### src/hw/rtl/olte_pkg.sv
package olte_pkg;

   localparam int OP_W     = 3;
   localparam int POS_W    = 7;
   localparam int VAL_W    = 32;
   localparam int STATUS_W = 3;
   localparam int COUNT_W  = 7;

   typedef enum logic [OP_W-1:0] {
      OP_INSERT = 3'd0,
      OP_REMOVE = 3'd1,
      OP_SEARCH = 3'd2,
      OP_GET    = 3'd3,
      OP_MAX    = 3'd4,
      OP_CLEAR  = 3'd5
   } op_type;

   typedef enum logic [STATUS_W-1:0] {
      ST_OK        = 3'd0,
      ST_BAD_POS   = 3'd1,
      ST_FULL      = 3'd2,
      ST_NOT_FOUND = 3'd3,
      ST_EMPTY     = 3'd4
   } status_type;

   typedef enum logic [1:0] {
      RES_NONE,
      RES_GET,
      RES_SEARCH,
      RES_MAX
   } res_kind_type;

   typedef enum logic [2:0] {
      S_IDLE,
      S_DECODE,
      S_INS_SHIFT,
      S_INS_WRITE,
      S_REM_SHIFT,
      S_SCAN,
      S_GET_WAIT,
      S_RESPOND
   } state_type;

   typedef struct packed {
      logic         capture;
      logic         init_up;
      logic         init_down;
      logic         init_scan;
      logic         step;
      logic         read_pos;
      logic         wr_value;
      logic         cnt_inc;
      logic         cnt_dec;
      logic         cnt_clear;
      logic         set_result;
      status_type   res_status;
      res_kind_type res_kind;
   } cmd_type;

   typedef struct packed {
      op_type op;
      logic   ins_bad;
      logic   pos_bad;
      logic   full;
      logic   empty;
      logic   walk_done;
      logic   hit_seen;
   } stat_type;

endpackage

### src/hw/rtl/olte_req_if.sv
interface olte_req_if;
   logic                          valid;
   logic                          ready;
   logic [olte_pkg::OP_W-1:0]     op;
   logic [olte_pkg::POS_W-1:0]    position;
   logic signed [olte_pkg::VAL_W-1:0] value;

   modport source (output valid, output op, output position, output value, input ready);
   modport sink   (input valid, input op, input position, input value, output ready);
endinterface

### src/hw/rtl/olte_rsp_if.sv
interface olte_rsp_if;
   logic                              valid;
   logic                              ready;
   logic [olte_pkg::STATUS_W-1:0]     status;
   logic [olte_pkg::POS_W-1:0]        found_position;
   logic signed [olte_pkg::VAL_W-1:0] read_value;
   logic [olte_pkg::COUNT_W-1:0]      count;

   modport source (output valid, output status, output found_position, output read_value,
                   output count, input ready);
   modport sink   (input valid, input status, input found_position, input read_value,
                   input count, output ready);
endinterface

### src/hw/rtl/olte_ctrl.sv
module olte_ctrl (
   input  logic               clock,
   input  logic               reset,
   input  logic               req_valid,
   input  logic               out_free,
   input  olte_pkg::stat_type stat,
   output logic               req_ready,
   output logic               out_load,
   output olte_pkg::cmd_type  cmd
);

   olte_pkg::state_type state_ff, state_in;

   always_ff @(posedge clock) begin
      if (reset) begin
         state_ff <= olte_pkg::S_IDLE;
      end else begin
         state_ff <= state_in;
      end
   end

   always_comb begin
      state_in = state_ff;
      case (state_ff)
         olte_pkg::S_IDLE: begin
            if (req_valid) state_in = olte_pkg::S_DECODE;
         end
         olte_pkg::S_DECODE: begin
            case (stat.op)
               olte_pkg::OP_INSERT: begin
                  state_in = (stat.ins_bad || stat.full) ? olte_pkg::S_RESPOND
                                                         : olte_pkg::S_INS_SHIFT;
               end
               olte_pkg::OP_REMOVE: begin
                  state_in = stat.pos_bad ? olte_pkg::S_RESPOND : olte_pkg::S_REM_SHIFT;
               end
               olte_pkg::OP_SEARCH: state_in = olte_pkg::S_SCAN;
               olte_pkg::OP_GET: begin
                  state_in = stat.pos_bad ? olte_pkg::S_RESPOND : olte_pkg::S_GET_WAIT;
               end
               olte_pkg::OP_MAX: begin
                  state_in = stat.empty ? olte_pkg::S_RESPOND : olte_pkg::S_SCAN;
               end
               default: state_in = olte_pkg::S_RESPOND;
            endcase
         end
         olte_pkg::S_INS_SHIFT: begin
            if (stat.walk_done) state_in = olte_pkg::S_INS_WRITE;
         end
         olte_pkg::S_INS_WRITE: state_in = olte_pkg::S_RESPOND;
         olte_pkg::S_REM_SHIFT: begin
            if (stat.walk_done) state_in = olte_pkg::S_RESPOND;
         end
         olte_pkg::S_SCAN: begin
            if (stat.walk_done) state_in = olte_pkg::S_RESPOND;
         end
         olte_pkg::S_GET_WAIT: state_in = olte_pkg::S_RESPOND;
         olte_pkg::S_RESPOND: begin
            if (out_free) state_in = olte_pkg::S_IDLE;
         end
         default: state_in = olte_pkg::S_IDLE;
      endcase
   end

   always_comb begin
      cmd            = '0;
      cmd.res_status = olte_pkg::ST_OK;
      cmd.res_kind   = olte_pkg::RES_NONE;
      req_ready      = 1'b0;
      out_load       = 1'b0;
      case (state_ff)
         olte_pkg::S_IDLE: begin
            req_ready   = 1'b1;
            cmd.capture = req_valid;
         end
         olte_pkg::S_DECODE: begin
            case (stat.op)
               olte_pkg::OP_INSERT: begin
                  // position check comes before the full check
                  if (stat.ins_bad) begin
                     cmd.set_result = 1'b1;
                     cmd.res_status = olte_pkg::ST_BAD_POS;
                  end else if (stat.full) begin
                     cmd.set_result = 1'b1;
                     cmd.res_status = olte_pkg::ST_FULL;
                  end else begin
                     cmd.init_up = 1'b1;
                  end
               end
               olte_pkg::OP_REMOVE: begin
                  if (stat.pos_bad) begin
                     cmd.set_result = 1'b1;
                     cmd.res_status = olte_pkg::ST_BAD_POS;
                  end else begin
                     cmd.init_down = 1'b1;
                  end
               end
               olte_pkg::OP_SEARCH: cmd.init_scan = 1'b1;
               olte_pkg::OP_GET: begin
                  if (stat.pos_bad) begin
                     cmd.set_result = 1'b1;
                     cmd.res_status = olte_pkg::ST_BAD_POS;
                  end else begin
                     cmd.read_pos = 1'b1;
                  end
               end
               olte_pkg::OP_MAX: begin
                  if (stat.empty) begin
                     cmd.set_result = 1'b1;
                     cmd.res_status = olte_pkg::ST_EMPTY;
                  end else begin
                     cmd.init_scan = 1'b1;
                  end
               end
               olte_pkg::OP_CLEAR: begin
                  cmd.cnt_clear  = 1'b1;
                  cmd.set_result = 1'b1;
               end
               default: cmd.set_result = 1'b1;
            endcase
         end
         olte_pkg::S_INS_SHIFT: cmd.step = 1'b1;
         olte_pkg::S_INS_WRITE: begin
            cmd.wr_value   = 1'b1;
            cmd.cnt_inc    = 1'b1;
            cmd.set_result = 1'b1;
         end
         olte_pkg::S_REM_SHIFT: begin
            cmd.step = 1'b1;
            if (stat.walk_done) begin
               cmd.cnt_dec    = 1'b1;
               cmd.set_result = 1'b1;
            end
         end
         olte_pkg::S_SCAN: begin
            cmd.step = 1'b1;
            if (stat.walk_done) begin
               cmd.set_result = 1'b1;
               if (stat.op == olte_pkg::OP_SEARCH) begin
                  cmd.res_kind   = olte_pkg::RES_SEARCH;
                  cmd.res_status = stat.hit_seen ? olte_pkg::ST_OK : olte_pkg::ST_NOT_FOUND;
               end else begin
                  cmd.res_kind = olte_pkg::RES_MAX;
               end
            end
         end
         olte_pkg::S_GET_WAIT: begin
            cmd.set_result = 1'b1;
            cmd.res_kind   = olte_pkg::RES_GET;
         end
         olte_pkg::S_RESPOND: out_load = out_free;
         default: ;
      endcase
   end

endmodule

### src/hw/rtl/olte_dp.sv
module olte_dp #(
   parameter int DEPTH = 64
) (
   input  logic                            clock,
   input  logic                            reset,
   input  olte_pkg::cmd_type               cmd,
   input  logic [olte_pkg::OP_W-1:0]       req_op,
   input  logic [olte_pkg::POS_W-1:0]      req_position,
   input  logic [olte_pkg::VAL_W-1:0]      req_value,
   output olte_pkg::stat_type              stat,
   output logic [olte_pkg::STATUS_W-1:0]   res_status,
   output logic [olte_pkg::POS_W-1:0]      res_fpos,
   output logic [olte_pkg::VAL_W-1:0]      res_rval,
   output logic [olte_pkg::COUNT_W-1:0]    count_out
);

   localparam int ADDR_W = (DEPTH > 1) ? $clog2(DEPTH) : 1;
   localparam int CNT_W  = $clog2(DEPTH + 1);
   localparam int CMP_W  = ((CNT_W > olte_pkg::POS_W) ? CNT_W : olte_pkg::POS_W) + 1;
   localparam int FP_W   = ((CNT_W + 1) > olte_pkg::POS_W) ? (CNT_W + 1) : olte_pkg::POS_W;
   localparam int CO_W   = (CNT_W > olte_pkg::COUNT_W) ? CNT_W : olte_pkg::COUNT_W;

   logic [olte_pkg::VAL_W-1:0]    entries_ff [DEPTH];
   logic [olte_pkg::VAL_W-1:0]    rd_ff;

   logic [olte_pkg::OP_W-1:0]     op_ff;
   logic [olte_pkg::POS_W-1:0]    pos_ff;
   logic [olte_pkg::VAL_W-1:0]    val_ff;

   logic [CNT_W-1:0]              count_ff, count_in;
   logic [CNT_W-1:0]              src_ff, src_in;
   logic [CNT_W-1:0]              left_ff, left_in;
   logic [CNT_W-1:0]              pend_idx_ff, pend_idx_in;
   logic                          pend_ff, pend_in;
   logic                          up_ff, up_in;
   logic                          scan_ff, scan_in;
   logic                          hit_ff, hit_in;
   logic [olte_pkg::VAL_W-1:0]    best_ff, best_in;
   logic [CNT_W-1:0]              best_idx_ff, best_idx_in;

   logic [olte_pkg::STATUS_W-1:0] res_status_ff, res_status_in;
   logic [olte_pkg::POS_W-1:0]    res_fpos_ff, res_fpos_in;
   logic [olte_pkg::VAL_W-1:0]    res_rval_ff, res_rval_in;

   logic [CMP_W-1:0]              pos_x, cnt_x, pos_m1;
   logic [CNT_W-1:0]              dest_idx;
   logic [FP_W-1:0]               best_pos_x;
   logic [CO_W-1:0]               count_x;
   logic                          take;
   logic                          rd_en, wr_en;
   logic [ADDR_W-1:0]             rd_addr, wr_addr;
   logic [olte_pkg::VAL_W-1:0]    wr_data;

   assign pos_x      = CMP_W'(pos_ff);
   assign cnt_x      = CMP_W'(count_ff);
   assign pos_m1     = pos_x - CMP_W'(1);
   assign dest_idx   = up_ff ? (pend_idx_ff + CNT_W'(1)) : (pend_idx_ff - CNT_W'(1));
   assign best_pos_x = FP_W'(best_idx_ff) + FP_W'(1);
   assign count_x    = CO_W'(count_ff);

   // first equal entry for search, first largest entry for max
   always_comb begin
      if (op_ff == olte_pkg::OP_SEARCH) begin
         take = !hit_ff && (rd_ff == val_ff);
      end else begin
         take = !hit_ff || ($signed(rd_ff) > $signed(best_ff));
      end
   end

   always_comb begin
      src_in        = src_ff;
      left_in       = left_ff;
      pend_idx_in   = pend_idx_ff;
      pend_in       = pend_ff;
      up_in         = up_ff;
      scan_in       = scan_ff;
      hit_in        = hit_ff;
      best_in       = best_ff;
      best_idx_in   = best_idx_ff;
      count_in      = count_ff;
      res_status_in = res_status_ff;
      res_fpos_in   = res_fpos_ff;
      res_rval_in   = res_rval_ff;
      rd_en         = 1'b0;
      rd_addr       = src_ff[ADDR_W-1:0];
      wr_en         = 1'b0;
      wr_addr       = dest_idx[ADDR_W-1:0];
      wr_data       = rd_ff;

      if (cmd.init_up) begin
         src_in  = count_ff - CNT_W'(1);
         left_in = CNT_W'(cnt_x - pos_x + CMP_W'(1));
         up_in   = 1'b1;
         scan_in = 1'b0;
         pend_in = 1'b0;
      end
      if (cmd.init_down) begin
         src_in  = CNT_W'(pos_x);
         left_in = CNT_W'(cnt_x - pos_x);
         up_in   = 1'b0;
         scan_in = 1'b0;
         pend_in = 1'b0;
      end
      if (cmd.init_scan) begin
         src_in  = '0;
         left_in = count_ff;
         up_in   = 1'b0;
         scan_in = 1'b1;
         pend_in = 1'b0;
         hit_in  = 1'b0;
      end

      // one entry read per cycle; its data lands in rd_ff for the next cycle
      if (cmd.step) begin
         if (left_ff != '0) begin
            rd_en       = 1'b1;
            rd_addr     = src_ff[ADDR_W-1:0];
            pend_idx_in = src_ff;
            src_in      = up_ff ? (src_ff - CNT_W'(1)) : (src_ff + CNT_W'(1));
            left_in     = left_ff - CNT_W'(1);
            pend_in     = 1'b1;
         end else begin
            pend_in = 1'b0;
         end
         if (pend_ff) begin
            if (scan_ff) begin
               if (take) begin
                  hit_in      = 1'b1;
                  best_in     = rd_ff;
                  best_idx_in = pend_idx_ff;
               end
            end else begin
               wr_en   = 1'b1;
               wr_addr = dest_idx[ADDR_W-1:0];
               wr_data = rd_ff;
            end
         end
      end

      if (cmd.read_pos) begin
         rd_en   = 1'b1;
         rd_addr = pos_m1[ADDR_W-1:0];
      end
      if (cmd.wr_value) begin
         wr_en   = 1'b1;
         wr_addr = pos_m1[ADDR_W-1:0];
         wr_data = val_ff;
      end

      if (cmd.cnt_inc) count_in = count_ff + CNT_W'(1);
      if (cmd.cnt_dec) count_in = count_ff - CNT_W'(1);
      if (cmd.cnt_clear) count_in = '0;

      if (cmd.set_result) begin
         res_status_in = cmd.res_status;
         res_fpos_in   = '0;
         res_rval_in   = '0;
         case (cmd.res_kind)
            olte_pkg::RES_GET: res_rval_in = rd_ff;
            olte_pkg::RES_SEARCH: begin
               if (hit_ff) res_fpos_in = best_pos_x[olte_pkg::POS_W-1:0];
            end
            olte_pkg::RES_MAX: begin
               res_fpos_in = best_pos_x[olte_pkg::POS_W-1:0];
               res_rval_in = best_ff;
            end
            default: ;
         endcase
      end
   end

   always_ff @(posedge clock) begin
      if (wr_en) entries_ff[wr_addr] <= wr_data;
      if (rd_en) rd_ff <= entries_ff[rd_addr];
   end

   always_ff @(posedge clock) begin
      if (reset) begin
         count_ff <= '0;
         left_ff  <= '0;
         pend_ff  <= 1'b0;
         up_ff    <= 1'b0;
         scan_ff  <= 1'b0;
         hit_ff   <= 1'b0;
      end else begin
         count_ff <= count_in;
         left_ff  <= left_in;
         pend_ff  <= pend_in;
         up_ff    <= up_in;
         scan_ff  <= scan_in;
         hit_ff   <= hit_in;
      end
   end

   always_ff @(posedge clock) begin
      if (cmd.capture) begin
         op_ff  <= req_op;
         pos_ff <= req_position;
         val_ff <= req_value;
      end
      src_ff        <= src_in;
      pend_idx_ff   <= pend_idx_in;
      best_ff       <= best_in;
      best_idx_ff   <= best_idx_in;
      res_status_ff <= res_status_in;
      res_fpos_ff   <= res_fpos_in;
      res_rval_ff   <= res_rval_in;
   end

   assign stat.op        = olte_pkg::op_type'(op_ff);
   assign stat.ins_bad   = (pos_x == '0) || (pos_x > (cnt_x + CMP_W'(1)));
   assign stat.pos_bad   = (pos_x == '0) || (pos_x > cnt_x);
   assign stat.full      = (count_ff == CNT_W'(DEPTH));
   assign stat.empty     = (count_ff == '0);
   assign stat.walk_done = (left_ff == '0) && !pend_ff;
   assign stat.hit_seen  = hit_ff;

   assign res_status = res_status_ff;
   assign res_fpos   = res_fpos_ff;
   assign res_rval   = res_rval_ff;
   assign count_out  = count_x[olte_pkg::COUNT_W-1:0];

endmodule

### src/hw/rtl/ordered_list_table_engine_core.sv
// Channel  Dir  Payload                                         Transfer
// req_ch   in   op[2:0], position[6:0], value[31:0] signed      valid && ready
// rsp_ch   out  status[2:0], found_position[6:0],               valid && ready
//               read_value[31:0] signed, count[6:0]
//
// One request at a time. Insert shifts the entries from the position on up by one, then
// writes the value; remove shifts those after the position down by one; search and max
// walk all stored entries; get reads one entry; clear, unused ops and rejected requests
// respond after decode. The walk moves one entry per cycle through the single read and
// write port of the entry memory. Reset is synchronous and empties the list; stored
// entries are not cleared. A finished result waits in the output register while the
// next request is taken; a stalled rsp_ch holds the controller only at its last step.
module ordered_list_table_engine_core #(
   parameter int DEPTH = 64
) (
   input logic        clock,
   input logic        reset,
   olte_req_if.sink   req_ch,
   olte_rsp_if.source rsp_ch
);

   olte_pkg::cmd_type             cmd;
   olte_pkg::stat_type            stat;
   logic                          req_ready;
   logic                          out_load;
   logic                          out_free;
   logic [olte_pkg::STATUS_W-1:0] res_status;
   logic [olte_pkg::POS_W-1:0]    res_fpos;
   logic [olte_pkg::VAL_W-1:0]    res_rval;
   logic [olte_pkg::COUNT_W-1:0]  count_out;

   logic                          rsp_valid_ff, rsp_valid_in;
   logic [olte_pkg::STATUS_W-1:0] rsp_status_ff;
   logic [olte_pkg::POS_W-1:0]    rsp_fpos_ff;
   logic [olte_pkg::VAL_W-1:0]    rsp_rval_ff;
   logic [olte_pkg::COUNT_W-1:0]  rsp_count_ff;

   olte_ctrl u_ctrl (
      .clock     (clock),
      .reset     (reset),
      .req_valid (req_ch.valid),
      .out_free  (out_free),
      .stat      (stat),
      .req_ready (req_ready),
      .out_load  (out_load),
      .cmd       (cmd)
   );

   olte_dp #(
      .DEPTH (DEPTH)
   ) u_dp (
      .clock        (clock),
      .reset        (reset),
      .cmd          (cmd),
      .req_op       (req_ch.op),
      .req_position (req_ch.position),
      .req_value    (req_ch.value),
      .stat         (stat),
      .res_status   (res_status),
      .res_fpos     (res_fpos),
      .res_rval     (res_rval),
      .count_out    (count_out)
   );

   assign req_ch.ready = req_ready;

   // output slot is free when empty or being drained this cycle
   assign out_free = !rsp_valid_ff || rsp_ch.ready;

   always_comb begin
      rsp_valid_in = rsp_valid_ff;
      if (out_load) begin
         rsp_valid_in = 1'b1;
      end else if (rsp_ch.ready) begin
         rsp_valid_in = 1'b0;
      end
   end

   always_ff @(posedge clock) begin
      if (reset) begin
         rsp_valid_ff <= 1'b0;
      end else begin
         rsp_valid_ff <= rsp_valid_in;
      end
   end

   always_ff @(posedge clock) begin
      if (out_load) begin
         rsp_status_ff <= res_status;
         rsp_fpos_ff   <= res_fpos;
         rsp_rval_ff   <= res_rval;
         rsp_count_ff  <= count_out;
      end
   end

   assign rsp_ch.valid          = rsp_valid_ff;
   assign rsp_ch.status         = rsp_status_ff;
   assign rsp_ch.found_position = rsp_fpos_ff;
   assign rsp_ch.read_value     = rsp_rval_ff;
   assign rsp_ch.count          = rsp_count_ff;

endmodule

### src/flat_wrapper.sv
// flat-port wrapper written by rule: the top's interface ports become plain ports
module ordered_list_table_engine_core_flat 
#(
   parameter int DEPTH = 64
)
  (clock, reset, req_ch_valid, req_ch_op, req_ch_position, req_ch_value, req_ch_ready, rsp_ch_valid, rsp_ch_status, rsp_ch_found_position, rsp_ch_read_value, rsp_ch_count, rsp_ch_ready);
  olte_req_if req_ch_i ();
  olte_rsp_if rsp_ch_i ();
  input logic clock;
  input logic reset;
  input wire logic [$bits(req_ch_i.valid)-1:0] req_ch_valid;
  input wire logic [$bits(req_ch_i.op)-1:0] req_ch_op;
  input wire logic [$bits(req_ch_i.position)-1:0] req_ch_position;
  input wire logic [$bits(req_ch_i.value)-1:0] req_ch_value;
  output wire logic [$bits(req_ch_i.ready)-1:0] req_ch_ready;
  output wire logic [$bits(rsp_ch_i.valid)-1:0] rsp_ch_valid;
  output wire logic [$bits(rsp_ch_i.status)-1:0] rsp_ch_status;
  output wire logic [$bits(rsp_ch_i.found_position)-1:0] rsp_ch_found_position;
  output wire logic [$bits(rsp_ch_i.read_value)-1:0] rsp_ch_read_value;
  output wire logic [$bits(rsp_ch_i.count)-1:0] rsp_ch_count;
  input wire logic [$bits(rsp_ch_i.ready)-1:0] rsp_ch_ready;
  assign req_ch_i.valid = req_ch_valid;
  assign req_ch_i.op = req_ch_op;
  assign req_ch_i.position = req_ch_position;
  assign req_ch_i.value = req_ch_value;
  assign req_ch_ready = req_ch_i.ready;
  assign rsp_ch_valid = rsp_ch_i.valid;
  assign rsp_ch_status = rsp_ch_i.status;
  assign rsp_ch_found_position = rsp_ch_i.found_position;
  assign rsp_ch_read_value = rsp_ch_i.read_value;
  assign rsp_ch_count = rsp_ch_i.count;
  assign rsp_ch_i.ready = rsp_ch_ready;
  ordered_list_table_engine_core #(.DEPTH(DEPTH)) u_core (.clock(clock), .reset(reset), .req_ch(req_ch_i), .rsp_ch(rsp_ch_i));
endmodule
### config.mk
export PLATFORM = sky130hd
export DESIGN_NAME = ordered_list_table_engine_core_flat
export DESIGN_NICKNAME = d
export VERILOG_FILES = /design/src/hw/rtl/olte_pkg.sv /design/src/hw/rtl/olte_req_if.sv /design/src/hw/rtl/olte_rsp_if.sv /design/src/hw/rtl/olte_ctrl.sv /design/src/hw/rtl/olte_dp.sv /design/src/hw/rtl/ordered_list_table_engine_core.sv /design/src/flat_wrapper.sv
export SDC_FILE = /design/constraint.sdc
export NUM_CORES = 2
export LEC_CHECK = 0
export BUFFER_PORTS_ARGS = -buffer_cell sky130_fd_sc_hd__buf_4
export CORE_MARGIN = 8
export CORE_UTILIZATION = 44
export CTS_BUF_LIST = sky130_fd_sc_hd__clkbuf_4
export DETAILED_ROUTE_END_ITERATION = 10
export PLACE_DENSITY = 0.68
export SLEW_MARGIN = 10
export SYNTH_ARGS = -nofsm -noshare
export SYNTH_HDL_FRONTEND = slang
export SYNTH_HIERARCHICAL = 1
export SYNTH_SLANG_ARGS = --single-unit
### constraint.sdc
create_clock -name clock -period 14.9 [get_ports clock]
set_input_delay 2.98 -clock clock [delete_from_list [all_inputs] [get_ports clock]]
set_output_delay 2.98 -clock clock [all_outputs]
set_load 0.02 [all_outputs]
# [Word-level counts from Yosys, hierarchy flattened]
# Memory sizes are Yosys's and may differ from the RTL's. A register that Yosys moved wholly into a read port is not among the register bits.
# Index checks and enable logic that the tools add are counted.
[word_totals] reg_bits=208 ramBits=2048 input_bits=46 output_inout_bits=51 elab_cells=172 n_memories=1
[mem_list] name="u_core.u_dp.entries_ff" words=64 word_bits=32 rd=1 rd_clocked_by_memory_dff=1 wr=1 line_no="olte_dp.sv:23" rtl="logic [olte_pkg::VAL_W-1:0] entries_ff [DEPTH];"
[op_classes] n_addsub=12 magnitude_cmp=3 eq_ne=21 mux=84 n_reduce_logical=29
[op_table] operator="2-to-1 mux 7 bit" count=14
[op_table] operator="one-hot mux 32 bit (2 select lines)" count=1
[op_table] operator="2-to-1 mux 1 bit" count=40
[op_table] operator="== test 32 bit" count=1
[op_table] operator="> comparator 32 bit" count=1
[op_table] operator="2-to-1 mux 32 bit" count=1
[op_table] operator="adder 7 x 1 -> 7 bit (second input constant)" count=4
[op_table] operator="2-to-1 mux 6 bit" count=4
[op_table] operator="subtractor 7 x 1 -> 7 bit (second input constant)" count=3
[op_table] operator="== test 3 bit (second input constant)" count=6
[op_table] operator="2-to-1 mux 3 bit" count=6
[op_table] operator="one-hot mux 3 bit (6 select lines)" count=1
[op_table] operator="2-to-1 mux 4 bit" count=4
[op_table] operator="one-hot mux 3 bit (5 select lines)" count=1
[op_table] operator="zero test 7 bit" count=2
[op_table] operator="one-hot mux 7 bit (2 select lines)" count=1
[op_table] operator="== test 3 x 2 -> 1 bit (second input constant)" count=4
[op_table] operator="subtractor 6 x 1 -> 6 bit (second input constant)" count=2
[op_table] operator="2-to-1 mux 2 bit" count=5
[op_table] operator="one-hot mux 3 bit (3 select lines)" count=1
[op_table] operator="adder 7 x 1 -> 8 bit (second input constant)" count=1
[op_table] operator="> comparator 7 x 8 -> 1 bit" count=1
[op_table] operator="zero test 8 bit" count=1
[op_table] operator="one-hot mux 1 bit (4 select lines)" count=2
[op_table] operator="other kinds (24)" count=42

# [Longest topological paths before layout]
[depth] depth_word=11 ltp_mapped=21 ltp_nobuf=20

# [By module]
# The synthesis kept the hierarchy.
[modules_own_cells] module="olte_dp" instances=1 cells_each=4297 area_each_um2=88008.2 seq_area_each_um2=66864.1
[modules_own_cells] module="ordered_list_table_engine_core" instances=1 cells_each=53 area_each_um2=1517.7 seq_area_each_um2=1491.4
[modules_own_cells] module="olte_ctrl" instances=1 cells_each=80 area_each_um2=530.5 seq_area_each_um2=60.1

# [Worst setup path before layout]
# No wires, ideal clock.
[synth_timing] kind="register to register" startpoint="reg u_core/u_dp/rd_ff[14] (netlist bit) (read register of u_core.u_dp.entries_ff)" endpoint="reg u_core/u_dp/best_ff[0] (netlist bit) (enable)" setup_ps=484 t_arrival_ps=4622 required_time_ps=14416 slack_ps=9794 path_stages_with_launch=8 path_cell_list="edfxtp_1 -> ha_1 -> a21o_1 -> a211o_1 -> a211o_1 -> o22ai_1 -> mux2_2 -> nor3_1"
[synth_between] elab_chain_cells=4
[synth_rtl] element="start: declaration" line_no="olte_dp.sv:24" rtl="logic [olte_pkg::VAL_W-1:0] rd_ff;"
[synth_rtl] element="> comparator 32 bit / == test 32 bit (equally long branches)" line_no="olte_dp.sv:66, olte_dp.sv:64"
[synth_rtl] element="logical OR 1 bit / logical AND 1 bit (equally long branches)" line_no="olte_dp.sv:66, olte_dp.sv:64"
[synth_rtl] element="2-to-1 mux 1 bit *" line_no="olte_dp.sv:63" rtl="if (op_ff == olte_pkg::OP_SEARCH) begin"
[synth_rtl] element="AND reduction 4 bit (no line) *"
[synth_rtl] element="end signal: assignment" line_no="olte_dp.sv:203" rtl="best_ff <= best_in;"
[synth_rtl] element="end: declaration" line_no="olte_dp.sv:38" rtl="logic [olte_pkg::VAL_W-1:0] best_ff, best_in;"
# Every way passes the cells marked *; elsewhere a longest branch is shown, timed or not.
# A chain may end at the register's enable or synchronous reset.

==> results by group <==
Timing
  • RSZ-0062 raised after global routing: no
  • Final worst-path cycle share: 49.4%
  • Clock Skew: 97.8 ps
  • Rel. slew slack: 22.6%
  • Final hold vios: 0
  • Least-Margin Pin Slew: 1150 ps
  • # setup viols final: 0
  • Fin Setup TNS: 0 ps
  • Fmax achieved: 0.136 GHz
  • Fin crit period: 7370 ps
  • Min setup slack post-route: 7530 ps
  • Final Max Slew Viols: 0

Hold path
  • Hold Crit Depth: 0
  • HP Class: reg2reg
  • Hold EP: u_core/rsp_ch.read_value[29]
  • Hold_sp: u_core/u_dp/res_rval[29]

Route
  • WL/cell: 28.5 um
  • Number of DRC markers in iteration 0: 5,884
  • DR vias: 47,900
  • Antenna-violating nets left: 0
  • Drt pass-1 iters: 6
  • Via/cell ratio: 5.89
  • Drt drc: 0
  • Wirelength, routed: 232,000 um

Power and ir drop
  • Clock share of power: 27.0%
  • Sw Share: 33.2%
  • VDD IR-drop max: 0.161 mV
  • Leakage power: 0.0331 uW
  • Internal: 12,700 uW
  • Pwr/cell area: 187 nW/um2
  • Share of power burned in registers: 43.9%
  • Psw: 6320 uW
  • Combinational power share: 29.1%

CTS
  • CTS tree: built
  • Setup Fix Bufs, Post-CTS: 0
  • CTS HTree Levels: 6
  • Cts hold-fix bufs: 0
  • CTS Sinks: 2,288
  • Clk buf depth: 4
  • CTS clk-pin slew, worst paths: 70 ps
  • Number of buffers created by CTS: 584
  • Clk root buf: clkbuf_4
  • Clock Latency Late Sink: 1380 ps
  • Post-CTS sizing: 0

Place
  • Post-DP Area: 94,800 um2
  • Pre-CTS WS: 7350 ps
  • IO buf count: 96
  • Final GP Congestion: 0.832
  • Post-DP HPWL: 126,000 um

Setup path
  • Critical path class: reg2reg
  • Reg2Reg Capture Point: u_core/u_dp/rd_ff[31]
  • Critical path arrival: 8430 ps
  • Startpoint Class: flip-flop
  • Reg2Reg Depth: 18
  • Worst Path Max Fanout: 42
  • RR Startpoint: u_core/u_dp/pos_ff[1]
  • WP data required: 15,970 ps
  • Reg2Reg Setup Slack: 7530 ps
  • Worst Setup End Kind: flip-flop

Global route
  • GRT Total Usage: 20.8%
  • First-pass GRT wire length: 333,000 um
  • Initial antenna violation count: 8
  • Grt ovf: 0
  • Number of global-route vias before repair: 48,300
  • Largest net degree at the start of global routing: 121

Synthesis
  • Net Count, Synth: 4,541
  • Top post-synthesis cells by area: edfxtp_1 75%, mux4_2 13%, nand2_1 1.2%, nor2_1 0.90%, mux2i_1 0.89%
  • Mapped cell area: 90,100 um2
  • Post-synth EDFFs: 2,259
  • Sequential-to-total area share from yosys stat: 76.0%
  • Avg Cell Area, Syn: 20.3 um2
  • Most frequent cells after synthesis: 2,259 x edfxtp_1, 512 x mux4_2, 298 x nand2_1
  • Ys Warns: 6
  • Ys flop type: edfxtp_1
  • Top-area cell type share of the netlist area: 75.3%
  • Most frequent cell after synthesis: edfxtp_1
  • Share of flip-flops with an asynchronous set or reset: 0%
  • Distinct cells, synth: 77
  • Register bit total from synthesis: 2,288
  • Post-Syn Instances: 4,430
  • Cell taking the most area after synthesis: edfxtp_1

Cells and area
  • Final instance area: 102,000 um2
  • Layout cells sized above 1: 32.9%
  • Synth-to-Final Area Change: 13.1%
  • Seq. cell area: 68,400 um2
  • Multi-input combinational cell area: 20,800 um2
  • Fill cells: 16,400
  • Final #Nets: 5,157

Die
  • Die span in y: 468 um
  • Starting Density: 44.2%
  • CORE AREA: 204,000 um2
  • Total die area: 219,000 um2
  • IO Pins: 97
  • Die width: 468 um
  • Row Count: 166

Outcome
  • Status: finished, final reports clean

Run
  • Total of max-cap violations: 0
[sequential cells by signal (all words and copies together), names as in the netlist, 32 cells and up]
| register | count |
|---|---|
| u_core/u_dp/entries_ff | 2048 |
| u_core/u_dp/best_ff | 32 |
| u_core/u_dp/rd_ff | 32 |
| u_core/u_dp/val_ff | 32 |
| u_core/rsp_ch.read_value | 32 |
| u_core/u_dp/res_rval | 32 |
[critical path, cell delays in order (launching register included)]
cell and delay, ps:
edfxtp_1 470, inv_1 170, ha_1 240, nor2b_1 140
o31a_1 300, o31a_1 290, o21a_1 180, o2bb2ai_1 340
nor4b_2 100, buf_4 230, o21ai_4 510, buf_4 820
buf_4 680, buf_4 600, mux4_2 330, nand2_1 50
nand3_1 280, o2111ai_1 540, a211oi_1 680
[metal layers]
layer	global-route usage [%]	part of all wire, %
met5	0	0.0056
met4	6.97	2.9
met3	5.90	12
met2	32.4	47
met1	28.5	39
[how the worst max path moves through the flow]
stage,startpoint,to,cells after the start
after floorplan,u_core/u_dp/rd_ff[14],u_core/u_dp/best_ff[0],7
after global placement,u_core/u_dp/pos_ff[1],u_core/u_dp/rd_ff[16],18
after detailed placement,u_core/u_dp/pos_ff[1],u_core/u_dp/rd_ff[16],18
after CTS,u_core/u_dp/pos_ff[1],u_core/u_dp/rd_ff[16],18
after global routing,u_core/u_dp/pos_ff[2],u_core/u_dp/rd_ff[31],18
final,u_core/u_dp/pos_ff[1],u_core/u_dp/rd_ff[31],18
[kinds of logic after synthesis]
logic type / Yosys count / share of synthesized area [%]
flops: 2288 / 76.0
fa+ha+maj: 65 / 0.928
simple gates: 774 / 3.86
buf+inv: 289 / 1.71
mux: 626 / 14.1
compound gates: 316 / 2.70
xor+xnor: 72 / 0.709
[placed cells by master (no fill, tap or decap), types with 12 or more instances in the layout]
cell type	instances
inv_1	65
dfxtp_1	29
mux4_2	512
a32oi_1	12
clkinv_1	100
a221oi_1	19
nor3_1	19
buf_4	246
xor2_1	35
mux2_2	33
a32o_1	26
o2111ai_1	27
a31oi_1	13
a22oi_1	16
inv_2	18
ha_1	62
nor2_1	145
nand4_1	14
a21oi_1	37
nand2_1	298
a22o_1	26
nand3_1	109
mux2i_1	80
a211oi_1	36
edfxtp_1	2259
nor2b_1	40
xnor2_1	36
nor2_4	68
o21ai_0	23
clkbuf_4	838
[metrics by stage]
stage	hold WS [ps]	std cells	total power, uW	util (%)
CTS	417	8118	19100	49.9
global route	420	8128	19800	49.9
finish	413	8129	19000	49.9
floorplan	400	4430	11900	-
global placement	403	7148	13900	46.5
detailed placement	405	7148	14000	46.5
[power groups by stage]
stage	combinational [uW]	sequential (uW)	clock (uW)
floorplan	3530	8330	0
detailed placement	5530	8480	0
global route	5850	8360	5560
CTS	5540	8340	5240
global placement	5450	8470	0
finish	5540	8350	5130
[area by class of cell]
| cell class | count | share of cell area (%) |
|---|---|---|
| flip-flops and latches | 2288 | 67.2 |
| diodes | 11 | 0.0270 |
| well taps | 2688 | 3.30 |
| clock inverters | 132 | 0.729 |
| inverters | 68 | 0.251 |
| multi-input cells | 1853 | 20.4 |
| repair buffers | 251 | 1.91 |
| clock buffers | 838 | 6.18 |
(Power assumes the default switching activity.)
